**config.mk**
```make
export PLATFORM = sky130hd
export DESIGN_NAME = distance_attenuation_ramped_lowpass_core
export DESIGN_NICKNAME = d
export VERILOG_FILES = /design/src/rtl/dar_pkg.sv /design/src/rtl/distance_attenuation_ramped_lowpass_core.sv /design/src/rtl/dar_mul.sv /design/src/rtl/dar_root.sv /design/src/rtl/dar_div.sv
export SDC_FILE = /design/constraint.sdc
export NUM_CORES = 2
export LEC_CHECK = 0
export BUFFER_PORTS_ARGS = -buffer_cell sky130_fd_sc_hd__buf_2
export CORE_ASPECT_RATIO = 1.5
export CORE_MARGIN = 1
export CORE_UTILIZATION = 35
export DETAILED_ROUTE_END_ITERATION = 10
export SKIP_CTS_REPAIR_TIMING = 1
export SLEW_MARGIN = 10
export SYNTH_ARGS = -nofsm -noshare
export SYNTH_HDL_FRONTEND = slang
export SYNTH_SLANG_ARGS = --single-unit
```
**constraint.sdc**
```tcl
create_clock -name clk -period 8.95 [get_ports clk]
set_input_delay 0.4475 -clock clk [delete_from_list [all_inputs] [get_ports clk]]
set_output_delay 0.4475 -clock clk [all_outputs]
set_load 0.005 [all_outputs]
```
**src/rtl/dar_pkg.sv**
```systemverilog
// Shared types and constants for the distance attenuation low-pass block.
`timescale 1ns / 1ps
package dar_pkg;

	localparam int POS_W   = 16;
	localparam int GAIN_W  = 17;
	localparam int COEF_W  = 16;
	localparam int BLEN_W  = 13;
	localparam int CFG_W   = 17;
	localparam int IDX_W   = 3;
	localparam int STEP_W  = 18;
	localparam int DIST_W  = 17;
	localparam int RAD_W   = 32;
	localparam int ROOT_W  = 16;

	localparam logic [GAIN_W-1:0] UNITY_Q16 = 17'd65536;
	localparam logic [DIST_W-1:0] ONE_Q12   = 17'd4096;
	localparam logic [COEF_W-1:0] COEF_MAX  = 16'hFFFF;

	// Configuration register indexes.
	localparam logic [IDX_W-1:0] CFG_POS_X     = 3'd0;
	localparam logic [IDX_W-1:0] CFG_POS_Y     = 3'd1;
	localparam logic [IDX_W-1:0] CFG_POS_Z     = 3'd2;
	localparam logic [IDX_W-1:0] CFG_GAIN_MAX  = 3'd3;
	localparam logic [IDX_W-1:0] CFG_COEF_MAX  = 3'd4;
	localparam logic [IDX_W-1:0] CFG_BLOCK_LEN = 3'd5;

	// Handshake between the sequencer and an iterative unit.
	typedef struct packed {
		logic start;
	} iter_ctl_t;

	typedef struct packed {
		logic busy;
		logic done;
	} iter_sts_t;

	typedef enum logic [4:0] {
		ST_IDLE,
		ST_MX,
		ST_MY,
		ST_MZ,
		ST_ROOT_GO,
		ST_ROOT_WAIT,
		ST_RATIO,
		ST_MUL_G,
		ST_MUL_C,
		ST_DIVG_GO,
		ST_DIVG_WAIT,
		ST_DIVC_GO,
		ST_DIVC_WAIT,
		ST_UPD,
		ST_F1,
		ST_F1W,
		ST_F2,
		ST_F2W,
		ST_G,
		ST_OUT
	} dar_state_t;

endpackage

```
**src/rtl/distance_attenuation_ramped_lowpass_core.sv**
```systemverilog
// Top level: distance attenuation with a ramped two-pole low-pass.
//
// Input items arrive on in_valid / in_stall with sample_in; results leave on
// out_valid / out_stall with sample_out and block_end. An item moves on a
// rising edge where valid is high and stall is low. The user must write
// configuration through cfg_we / cfg_index / cfg_data only while idle; the block does not enforce it.
//
// Each item is handled by a small sequencer around one shared multiplier.
// An ordinary sample runs a ramp update, three multiplies of one issue and
// one use state each, and the output write; a bypassed sample skips the
// update and the multiplies. No new item is taken before the current one
// is written to the output register. The first sample of a block also runs
// the distance and target computation: three multiplies, an iterative square
// root, two more multiplies and two iterative divisions.
// in_stall is high while an item is in work.
// The output register holds a result until it is taken; while out_stall is
// high the next item may be accepted and worked up to its final write.
// Reset clears the ramp state to unity gain and zero coefficient, empties
// the filter stages and starts a new block; no clearing pass is needed.
`timescale 1ns / 1ps
module distance_attenuation_ramped_lowpass_core #(
	parameter int MAX_BLOCK   = 4096,
	parameter int SAMPLE_BITS = 16
) (
	input  logic                            clk,
	input  logic                            arst_n,
	input  logic                            cfg_we,
	input  logic [dar_pkg::IDX_W-1:0]       cfg_index,
	input  logic [dar_pkg::CFG_W-1:0]       cfg_data,
	input  logic                            in_valid,
	output logic                            in_stall,
	input  logic signed [SAMPLE_BITS-1:0]   sample_in,
	output logic                            out_valid,
	input  logic                            out_stall,
	output logic signed [SAMPLE_BITS-1:0]   sample_out,
	output logic                            block_end
);
	import dar_pkg::*;

	localparam int LW  = ($clog2(MAX_BLOCK + 1) > BLEN_W) ? $clog2(MAX_BLOCK + 1) : BLEN_W;
	localparam int SW  = SAMPLE_BITS + 8;
	localparam int AW  = (SW + 1 > STEP_W) ? SW + 1 : STEP_W;
	localparam int BW  = STEP_W;
	localparam int PW  = AW + BW;
	localparam int OW  = PW - 24;
	localparam logic [LW-1:0] MAX_LEN = LW'(MAX_BLOCK);

	// Configuration registers.
	logic signed [POS_W-1:0] pos_x_q, pos_y_q, pos_z_q;
	logic [GAIN_W-1:0]       gain_max_q;
	logic [COEF_W-1:0]       coef_max_q;
	logic [BLEN_W-1:0]       blen_q;

	always_ff @(posedge clk or negedge arst_n) begin
		if (!arst_n) begin
			pos_x_q    <= '0;
			pos_y_q    <= '0;
			pos_z_q    <= '0;
			gain_max_q <= UNITY_Q16;
			coef_max_q <= '0;
			blen_q     <= 13'd256;
		end else if (cfg_we) begin
			unique case (cfg_index)
				CFG_POS_X:     pos_x_q    <= cfg_data[POS_W-1:0];
				CFG_POS_Y:     pos_y_q    <= cfg_data[POS_W-1:0];
				CFG_POS_Z:     pos_z_q    <= cfg_data[POS_W-1:0];
				CFG_GAIN_MAX:  gain_max_q <= cfg_data[GAIN_W-1:0];
				CFG_COEF_MAX:  coef_max_q <= cfg_data[COEF_W-1:0];
				CFG_BLOCK_LEN: blen_q     <= cfg_data[BLEN_W-1:0];
				default: ;
			endcase
		end
	end

	// Effective block length, clamped to 1..MAX_BLOCK.
	logic [LW-1:0] blen_ext, eff_len;
	assign blen_ext = LW'(blen_q);
	always_comb begin
		eff_len = blen_ext;
		if (blen_ext == '0)
			eff_len = LW'(1);
		else if (blen_ext > MAX_LEN)
			eff_len = MAX_LEN;
	end

	// State registers.
	dar_state_t state_q, state_d;
	logic signed [SAMPLE_BITS-1:0] sample_q;
	logic [GAIN_W-1:0]             cur_gain_q;
	logic [COEF_W-1:0]             cur_coef_q;
	logic signed [STEP_W-1:0]      gain_step_q, coef_step_q;
	logic signed [SW-1:0]          stage_one_q, stage_two_q;
	logic [LW-1:0]                 idx_q;
	logic                          bypass_q;
	logic [RAD_W-1:0]              acc_q;
	logic [GAIN_W-1:0]             ratio_q;
	logic [GAIN_W-1:0]             tgain_q;
	logic [COEF_W-1:0]             tcoef_q;
	logic                          out_valid_q, block_end_q;
	logic signed [SAMPLE_BITS-1:0] sample_out_q;

	// Shared units.
	logic                 mul_en;
	logic signed [AW-1:0] mul_a;
	logic signed [BW-1:0] mul_b;
	logic signed [PW-1:0] prod;
	iter_ctl_t            root_ctl, div_ctl;
	iter_sts_t            root_sts, div_sts;
	logic [ROOT_W-1:0]    root;
	logic [RAD_W-1:0]     radicand;
	logic signed [STEP_W-1:0] div_num, quo;

	dar_mul #(.AW(AW), .BW(BW)) u_mul (
		.clk(clk), .en(mul_en), .a(mul_a), .b(mul_b), .p_q(prod)
	);

	dar_root u_root (
		.clk(clk), .arst_n(arst_n), .ctl(root_ctl), .radicand(radicand),
		.sts(root_sts), .root(root)
	);

	dar_div #(.LW(LW)) u_div (
		.clk(clk), .arst_n(arst_n), .ctl(div_ctl), .num(div_num), .den(eff_len),
		.sts(div_sts), .quo(quo)
	);

	// Datapath helpers.
	logic                  accept, can_write, last;
	logic signed [SW-1:0]  xs;
	logic [DIST_W-1:0]     zmag, src_dist, dv;
	logic [DIST_W+4:0]     dv24;
	logic [GAIN_W-1:0]     ratio_d, gmax, gdelta;
	logic signed [GAIN_W+1:0] gsum, csum;
	logic signed [OW-1:0]  scaled;
	logic signed [SAMPLE_BITS-1:0] result;

	assign accept    = in_valid && !in_stall;
	assign can_write = !out_valid_q || !out_stall;
	assign xs        = {sample_q, 8'b0};
	assign last      = ({1'b0, idx_q} + {{LW{1'b0}}, 1'b1}) >= {1'b0, eff_len};

	// Distance and attenuation ratio.
	assign zmag = DIST_W'(-{pos_z_q[POS_W-1], pos_z_q});
	always_comb begin
		if (!pos_z_q[POS_W-1])
			src_dist = DIST_W'(root);
		else if (root < ONE_Q12[ROOT_W-1:0])
			src_dist = ONE_Q12 + zmag;
		else
			src_dist = DIST_W'(root) + zmag;
		dv   = src_dist - ONE_Q12;
		dv24 = {dv, 4'b0} + {1'b0, dv, 3'b0};
		if (src_dist <= ONE_Q12)
			ratio_d = '0;
		else if (dv24 > (DIST_W+5)'(UNITY_Q16))
			ratio_d = UNITY_Q16;
		else
			ratio_d = dv24[GAIN_W-1:0];
	end

	assign gmax   = (gain_max_q > UNITY_Q16) ? UNITY_Q16 : gain_max_q;
	assign gdelta = UNITY_Q16 - gmax;
	assign radicand = pos_z_q[POS_W-1] ? acc_q : acc_q + prod[RAD_W-1:0];

	// Ramp updates with saturation.
	assign gsum = $signed({2'b00, cur_gain_q}) + (GAIN_W+2)'(gain_step_q);
	assign csum = $signed({3'b000, cur_coef_q}) + (GAIN_W+2)'(coef_step_q);

	// Output scaling and saturation.
	assign scaled = prod[PW-1:24];
	always_comb begin
		if (scaled > OW'($signed({1'b0, {(SAMPLE_BITS-1){1'b1}}})))
			result = {1'b0, {(SAMPLE_BITS-1){1'b1}}};
		else if (scaled < OW'($signed({1'b1, {(SAMPLE_BITS-1){1'b0}}})))
			result = {1'b1, {(SAMPLE_BITS-1){1'b0}}};
		else
			result = scaled[SAMPLE_BITS-1:0];
	end

	// Next-state logic.
	always_comb begin
		state_d = state_q;
		unique case (state_q)
			ST_IDLE:      if (accept) state_d = (idx_q == '0) ? ST_MX : ST_UPD;
			ST_MX:        state_d = ST_MY;
			ST_MY:        state_d = ST_MZ;
			ST_MZ:        state_d = ST_ROOT_GO;
			ST_ROOT_GO:   state_d = ST_ROOT_WAIT;
			ST_ROOT_WAIT: if (root_sts.done) state_d = ST_RATIO;
			ST_RATIO:     state_d = ST_MUL_G;
			ST_MUL_G:     state_d = ST_MUL_C;
			ST_MUL_C:     state_d = ST_DIVG_GO;
			ST_DIVG_GO:   state_d = ST_DIVG_WAIT;
			ST_DIVG_WAIT: if (div_sts.done) state_d = ST_DIVC_GO;
			ST_DIVC_GO:   state_d = ST_DIVC_WAIT;
			ST_DIVC_WAIT: if (div_sts.done) state_d = ST_UPD;
			ST_UPD:       state_d = bypass_q ? ST_OUT : ST_F1;
			ST_F1:        state_d = ST_F1W;
			ST_F1W:       state_d = ST_F2;
			ST_F2:        state_d = ST_F2W;
			ST_F2W:       state_d = ST_G;
			ST_G:         state_d = ST_OUT;
			ST_OUT:       if (can_write) state_d = ST_IDLE;
			default:      state_d = ST_IDLE;
		endcase
	end

	// Output logic: unit controls and multiplier operands.
	always_comb begin
		in_stall       = 1'b1;
		mul_en         = 1'b0;
		mul_a          = '0;
		mul_b          = '0;
		root_ctl.start = 1'b0;
		div_ctl.start  = 1'b0;
		div_num        = '0;
		unique case (state_q)
			ST_IDLE: in_stall = 1'b0;
			ST_MX: begin
				mul_en = 1'b1;
				mul_a  = AW'(pos_x_q);
				mul_b  = BW'(pos_x_q);
			end
			ST_MY: begin
				mul_en = 1'b1;
				mul_a  = AW'(pos_y_q);
				mul_b  = BW'(pos_y_q);
			end
			ST_MZ: begin
				mul_en = 1'b1;
				mul_a  = AW'(pos_z_q);
				mul_b  = BW'(pos_z_q);
			end
			ST_ROOT_GO: root_ctl.start = 1'b1;
			ST_MUL_G: begin
				mul_en = 1'b1;
				mul_a  = AW'(ratio_q);
				mul_b  = BW'(gdelta);
			end
			ST_MUL_C: begin
				mul_en = 1'b1;
				mul_a  = AW'(ratio_q);
				mul_b  = BW'(coef_max_q);
			end
			ST_DIVG_GO: begin
				div_ctl.start = 1'b1;
				div_num = $signed({1'b0, tgain_q}) - $signed({1'b0, cur_gain_q});
			end
			ST_DIVC_GO: begin
				div_ctl.start = 1'b1;
				div_num = $signed({2'b00, tcoef_q}) - $signed({2'b00, cur_coef_q});
			end
			ST_F1: begin
				mul_en = 1'b1;
				mul_a  = AW'(stage_one_q) - AW'(xs);
				mul_b  = BW'(cur_coef_q);
			end
			ST_F2: begin
				mul_en = 1'b1;
				mul_a  = AW'(stage_two_q) - AW'(stage_one_q);
				mul_b  = BW'(cur_coef_q);
			end
			ST_G: begin
				mul_en = 1'b1;
				mul_a  = AW'(stage_two_q);
				mul_b  = BW'(cur_gain_q);
			end
			default: ;
		endcase
	end

	// Sequencer and ramp state.
	always_ff @(posedge clk or negedge arst_n) begin
		if (!arst_n) begin
			state_q     <= ST_IDLE;
			cur_gain_q  <= UNITY_Q16;
			cur_coef_q  <= '0;
			gain_step_q <= '0;
			coef_step_q <= '0;
			stage_one_q <= '0;
			stage_two_q <= '0;
			idx_q       <= '0;
			bypass_q    <= 1'b0;
			out_valid_q <= 1'b0;
		end else begin
			state_q <= state_d;
			// A new result is posted or the held one is taken.
			if (state_q == ST_OUT && can_write)
				out_valid_q <= 1'b1;
			else if (!out_stall)
				out_valid_q <= 1'b0;
			case (state_q)
				ST_MX: bypass_q <= 1'b0;
				ST_DIVG_WAIT: if (div_sts.done) gain_step_q <= quo;
				ST_DIVC_WAIT: if (div_sts.done) begin
					coef_step_q <= quo;
					bypass_q    <= (quo == '0) && (gain_step_q == '0) && (ratio_q == '0);
				end
				ST_UPD: if (!bypass_q) begin
					if (gsum < 0)
						cur_gain_q <= '0;
					else if (gsum > $signed({2'b00, UNITY_Q16}))
						cur_gain_q <= UNITY_Q16;
					else
						cur_gain_q <= gsum[GAIN_W-1:0];
					if (csum < 0)
						cur_coef_q <= '0;
					else if (csum > $signed({3'b000, COEF_MAX}))
						cur_coef_q <= COEF_MAX;
					else
						cur_coef_q <= csum[COEF_W-1:0];
				end
				ST_F1W: stage_one_q <= xs + prod[SW+15:16];
				ST_F2W: stage_two_q <= stage_one_q + prod[SW+15:16];
				ST_OUT: if (can_write) begin
					idx_q <= last ? '0 : idx_q + LW'(1);
				end
				default: ;
			endcase
		end
	end

	// Payload registers.
	always_ff @(posedge clk) begin
		if (accept)
			sample_q <= sample_in;
		case (state_q)
			ST_MY:    acc_q <= prod[RAD_W-1:0];
			ST_MZ:    acc_q <= acc_q + prod[RAD_W-1:0];
			ST_RATIO: ratio_q <= ratio_d;
			ST_MUL_C: tgain_q <= UNITY_Q16 - prod[GAIN_W+15:16];
			ST_DIVG_GO: tcoef_q <= prod[COEF_W+15:16];
			ST_OUT: if (can_write) begin
				sample_out_q <= bypass_q ? sample_q : result;
				block_end_q  <= last;
			end
			default: ;
		endcase
	end

	assign out_valid  = out_valid_q;
	assign sample_out = sample_out_q;
	assign block_end  = block_end_q;

	// Checks on the block's own logic.
	a_gain_range: assert property (@(posedge clk) disable iff (!arst_n)
		cur_gain_q <= UNITY_Q16)
		else $error("ramp gain above unity");

	a_bypass_steps: assert property (@(posedge clk) disable iff (!arst_n)
		bypass_q |-> (gain_step_q == '0) && (coef_step_q == '0))
		else $error("bypass with nonzero ramp step");

	a_div_owner: assert property (@(posedge clk) disable iff (!arst_n)
		div_sts.busy |-> (state_q == ST_DIVG_WAIT || state_q == ST_DIVC_WAIT))
		else $error("divider busy outside a division state");

	a_one_result: assert property (@(posedge clk) disable iff (!arst_n)
		(state_q == ST_OUT && can_write) |=> state_q == ST_IDLE && out_valid_q)
		else $error("result write did not complete the item");

endmodule

```
**src/rtl/dar_mul.sv**
```systemverilog
// Shared registered signed multiplier.
`timescale 1ns / 1ps
module dar_mul #(
	parameter int AW = 25,
	parameter int BW = 18
) (
	input  logic                 clk,
	input  logic                 en,
	input  logic signed [AW-1:0] a,
	input  logic signed [BW-1:0] b,
	output logic signed [AW+BW-1:0] p_q
);

	// Product is registered and held while not enabled.
	always_ff @(posedge clk) begin
		if (en) begin
			p_q <= a * b;
		end
	end

endmodule

```
**src/rtl/dar_root.sv**
```systemverilog
// Iterative integer square root, two radicand bits per cycle.
`timescale 1ns / 1ps
module dar_root (
	input  logic                        clk,
	input  logic                        arst_n,
	input  dar_pkg::iter_ctl_t          ctl,
	input  logic [dar_pkg::RAD_W-1:0]   radicand,
	output dar_pkg::iter_sts_t          sts,
	output logic [dar_pkg::ROOT_W-1:0]  root
);
	import dar_pkg::*;

	logic [RAD_W-1:0]  rad_q;
	logic [ROOT_W+1:0] rem_q;
	logic [ROOT_W-1:0] root_q;
	logic [3:0]        cnt_q;
	logic              busy_q;
	logic              done_q;
	logic [ROOT_W+3:0] rem_sh;
	logic [ROOT_W+3:0] trial;
	logic [ROOT_W+3:0] diff;
	logic              ge;

	// One digit of the root per cycle.
	assign rem_sh = {rem_q, rad_q[RAD_W-1 -: 2]};
	assign trial  = {2'b00, root_q, 2'b01};
	assign ge     = rem_sh >= trial;
	assign diff   = rem_sh - trial;

	always_ff @(posedge clk or negedge arst_n) begin
		if (!arst_n) begin
			busy_q <= 1'b0;
			done_q <= 1'b0;
			cnt_q  <= '0;
		end else begin
			done_q <= 1'b0;
			if (ctl.start) begin
				busy_q <= 1'b1;
				cnt_q  <= '0;
			end else if (busy_q) begin
				cnt_q <= cnt_q + 4'd1;
				if (cnt_q == 4'd15) begin
					busy_q <= 1'b0;
					done_q <= 1'b1;
				end
			end
		end
	end

	always_ff @(posedge clk) begin
		if (ctl.start) begin
			rad_q  <= radicand;
			rem_q  <= '0;
			root_q <= '0;
		end else if (busy_q) begin
			rad_q  <= {rad_q[RAD_W-3:0], 2'b00};
			rem_q  <= ge ? diff[ROOT_W+1:0] : rem_sh[ROOT_W+1:0];
			root_q <= {root_q[ROOT_W-2:0], ge};
		end
	end

	assign sts.busy = busy_q;
	assign sts.done = done_q;
	assign root     = root_q;

endmodule

```
**src/rtl/dar_div.sv**
```systemverilog
// Iterative signed divider by an unsigned length, truncating toward zero.
`timescale 1ns / 1ps
module dar_div #(
	parameter int LW = 13
) (
	input  logic                              clk,
	input  logic                              arst_n,
	input  dar_pkg::iter_ctl_t                ctl,
	input  logic signed [dar_pkg::STEP_W-1:0] num,
	input  logic [LW-1:0]                     den,
	output dar_pkg::iter_sts_t                sts,
	output logic signed [dar_pkg::STEP_W-1:0] quo
);
	import dar_pkg::*;

	localparam int MW = STEP_W - 1;

	logic [MW-1:0]     quo_q;
	logic [LW:0]       rem_q;
	logic              neg_q;
	logic [4:0]        cnt_q;
	logic              busy_q;
	logic              done_q;
	logic [STEP_W-1:0] mag;
	logic [LW:0]       rem_sh;
	logic              ge;

	assign mag    = num[STEP_W-1] ? -num : num;
	assign rem_sh = {rem_q[LW-1:0], quo_q[MW-1]};
	assign ge     = rem_sh >= {1'b0, den};

	// One quotient bit per cycle, restoring.
	always_ff @(posedge clk or negedge arst_n) begin
		if (!arst_n) begin
			busy_q <= 1'b0;
			done_q <= 1'b0;
			cnt_q  <= '0;
		end else begin
			done_q <= 1'b0;
			if (ctl.start) begin
				busy_q <= 1'b1;
				cnt_q  <= '0;
			end else if (busy_q) begin
				cnt_q <= cnt_q + 5'd1;
				if (cnt_q == 5'(MW - 1)) begin
					busy_q <= 1'b0;
					done_q <= 1'b1;
				end
			end
		end
	end

	always_ff @(posedge clk) begin
		if (ctl.start) begin
			quo_q <= mag[MW-1:0];
			neg_q <= num[STEP_W-1];
			rem_q <= '0;
		end else if (busy_q) begin
			rem_q <= ge ? rem_sh - {1'b0, den} : rem_sh;
			quo_q <= {quo_q[MW-2:0], ge};
		end
	end

	assign sts.busy = busy_q;
	assign sts.done = done_q;
	assign quo      = neg_q ? -$signed({1'b0, quo_q}) : $signed({1'b0, quo_q});

endmodule

```
==> flow_metrics.env <==
export IMPL_num_rows=169
export IMPL_slew_violations=0
export IMPL_io_buffers=59
export IMPL_ys_types=89
export IMPL_p_switching_mw=10.66
export IMPL_worst_slack_ns=-0.1162
export IMPL_crit_required_ns=9.37
export IMPL_ys_warn_count=0
export IMPL_slowest_delay_ns=0.54
export IMPL_vias=41980
export IMPL_final_antenna_net_count=0
export IMPL_stdcell_area_um2=58990
export IMPL_hp_class="in -> reg"
export IMPL_synthTopCellsByArea="fa_1 (18%), edfxtp_1 (12%), dfrtp_1 (12%)"
export IMPL_areaGrowthSynthToFinish_pct=17.67
export IMPL_cts_tree="yes"
export IMPL_hold_violations=0
export IMPL_ys_flop_type="dfrtp_1"
export IMPL_max_cap_violations=0
export IMPL_drc=0
export IMPL_num_nets_final=6820
export IMPL_cp_arrival_ns=9.49
export IMPL_cts_root_buf="clkbuf_16"
export IMPL_run_status="finished, violations left"
export IMPL_antenna_found_initial=3
export IMPL_initialDrtViolationCount=2902
export IMPL_pwr_share_comb_pct=72.3
export IMPL_power_mw=22.07
export IMPL_p_seq_share_pct=17.1
export IMPL_vias_per_cell=5.333
export IMPL_pre_cts_ws_ns=-0.7328
export IMPL_avgSynthCellArea_um2=9.092
export IMPL_syn_inst=5514
export IMPL_max_slew_margin_rel_pct=18.07
export IMPL_cp_slowest_cell="fa_1"
export IMPL_htreeDepth=2
export IMPL_dp_hpwl_um=128500
export IMPL_yosys_cell_count_top_type="inv_1"
export IMPL_synth_edf_count=205
export IMPL_routed_wl_um=159800
export IMPL_fin_crit_sh_pct=101.3
export IMPL_start_util_pct=35.38
export IMPL_crit_path_max_fanout=6
export IMPL_cpMostUsedCell="fa_1"
export IMPL_grt_max_degree=86
export IMPL_first_pass_iters=8
export IMPL_num_fill_cells=14030
export IMPL_async_flop_share_pct=49.19
export IMPL_critical_path_class="reg -> reg"
export IMPL_min_period_ns=9.066
export IMPL_grt_pass1_wl_um=247000
export IMPL_leakagePower_nw=26.95
export IMPL_cts_reportedPaths_clkPinSlew_ns=0.07
export IMPL_cts_sinks=496
export IMPL_synth_top_cell_area_share_pct=18.13
export IMPL_clk_latency_ns=0.68
export IMPL_netlist_area_um2=50130
export IMPL_cts_buffers=51
export IMPL_placed_cell_area_um2=56100
export IMPL_ys_top_cells_by_count="inv_1 (738), nand2_1 (645), fa_1 (454)"
export IMPL_place_inst=7735
export IMPL_end_kind="flop"
export IMPL_rsz0062_at_grt="yes"
export IMPL_die_height_um=465.5
export IMPL_grt_pass1_vias=43270
export IMPL_die_width_um=311.0
export IMPL_startpoint_type="flop"
export IMPL_hold_ws_ns=0.009218
export IMPL_clockPowerShare_pct=10.6
export IMPL_dieArea_um2=144800
export IMPL_synth_seq_cells=496
export IMPL_vdd_drop_max_mv=0.3642
export IMPL_wl_per_cell_um=20.30
export IMPL_internal_power_mw=11.41
export IMPL_synth_area_leader_cell="fa_1"
export IMPL_max_freq_ghz=0.1103
export IMPL_finalNonFillerCells=7873
export IMPL_worst_pin_slew_ns=1.222
export IMPL_io_pins=60
export IMPL_cts_buffer_depth=3
export IMPL_switching_share_pct=48.31
export IMPL_grt_overflow_total=0
export IMPL_yosysSeqAreaShare_pct=26.34
export IMPL_core_um2=141700
export IMPL_grt_use_total_pct=22.03
export IMPL_setup_viol=6
export IMPL_clock_skew_final_ns=0.05976
export IMPL_p_per_area_nw_per_um2=374.1
export IMPL_violations="negative setup slack"
export IMPL_place_gp_congestion=0.9400
export IMPL_drive_above_1_share_pct=15.83
worst paths after layout:
path,start,to,slack (ns),cells after the start
worst max-delay path,gain_max_q[5],u_mul.p_q[38],-0.12,34
worst min-delay path,sample_in[15],sample_q[15],0.009,1
worst max register to register,gain_max_q[5],u_mul.p_q[38],-0.12,34
worst min register to register,u_root.rad_q[22],u_root.rad_q[24],0.49,2
max in group asynchronous,arst_n,pos_y_q[12],6.42,4
min in group asynchronous,arst_n,stage_one_q[22],0.38,2
metal layers:
metal	global-route usage [%]	vias to the layer above	part of all wire (%)
li1	-	19600	-
met1	22.83	20800	35
met2	40.50	1142	52
met3	3.214	434	5.0
met4	15.69	0	8.3
met5	0	-	0
power groups by stage:
stage / logic (mW) / clock network [mW] / registers, mW
2_1_floorplan: 9.38 / 0 / 3.50
3_3_place_gp: 14.8 / 0 / 3.79
3_5_place_dp: 15.0 / 0 / 3.79
4_1_cts: 15.1 / 2.39 / 3.75
5_1_grt: 17.7 / 2.47 / 3.80
6_report: 15.9 / 2.35 / 3.77
cells in the final DEF, fill, tap and decap left out, types with 175 or more instances in the layout:
cell type and n:
inv_1 716, edfxtp_1 205, fa_1 441, a21oi_1 230, dfrtp_1 239, xnor2_1 175, nand2_1 642, buf_4 465
ha_1 365, nor2_1 369, o21ai_0 311
critical path: cells and delay by family (launching register included):
family / cells / cell delay, ns
buffers and inverters: 7 / 0.66
AO/OA/AOI/OAI: 11 / 2.25
adder cells (fa/ha/maj): 7 / 3.32
AND/OR/NAND/NOR: 8 / 2.05
flip-flops: 1 / 0.39
XOR/XNOR: 1 / 0.14
cells by family after synthesis:
group                    count (synthesis)  share of synthesized area [%]
AND/OR/NAND/NOR                       1614                          14.94
AO/OA/AOI/OAI                         1156                          15.05
buffers and inverters                  940                          7.063
adder cells (fa/ha/maj)                833                          27.59
flip-flops                             496                          26.34
XOR/XNOR                               293                          5.146
multiplexers                           180                          3.849
other                                    2                        0.01498
registers in the layout (all words and copies together), names as in the netlist, 17 cells and up:
signal / count
u_root.rem_q: 18
coef_step_q: 18
u_root.rad_q: 32
acc_q: 32
u_div.quo_q: 17
stage_one_q: 24
gain_max_q: 17
u_mul.p_q: 43
gain_step_q: 18
cur_gain_q: 17
tgain_q: 17
stage_two_q: 24
layout make-up:
class | instances | area, µm² | share of cell area [%]
diodes | 3 | 7.507 | 0.01273
clock buffers | 60 | 1353 | 2.293
clock inverters | 36 | 431.7 | 0.7318
inverters | 739 | 2774 | 4.703
multi-input cells | 4086 | 34330 | 58.20
flip-flops and latches | 496 | 13210 | 22.40
well taps | 1881 | 2354 | 3.990
repair buffers | 572 | 4523 | 7.668
metrics by stage:
stage	utilization, %	setup TNS (ns)
floorplan	-	-0.01806
detailed placement	39.59	-5.698
finish	41.64	-0.2164
global placement	39.59	-4.881
global route	41.63	-3.565
CTS	40.85	-6.576
Note: power is estimated with default switching activity, not from simulation.
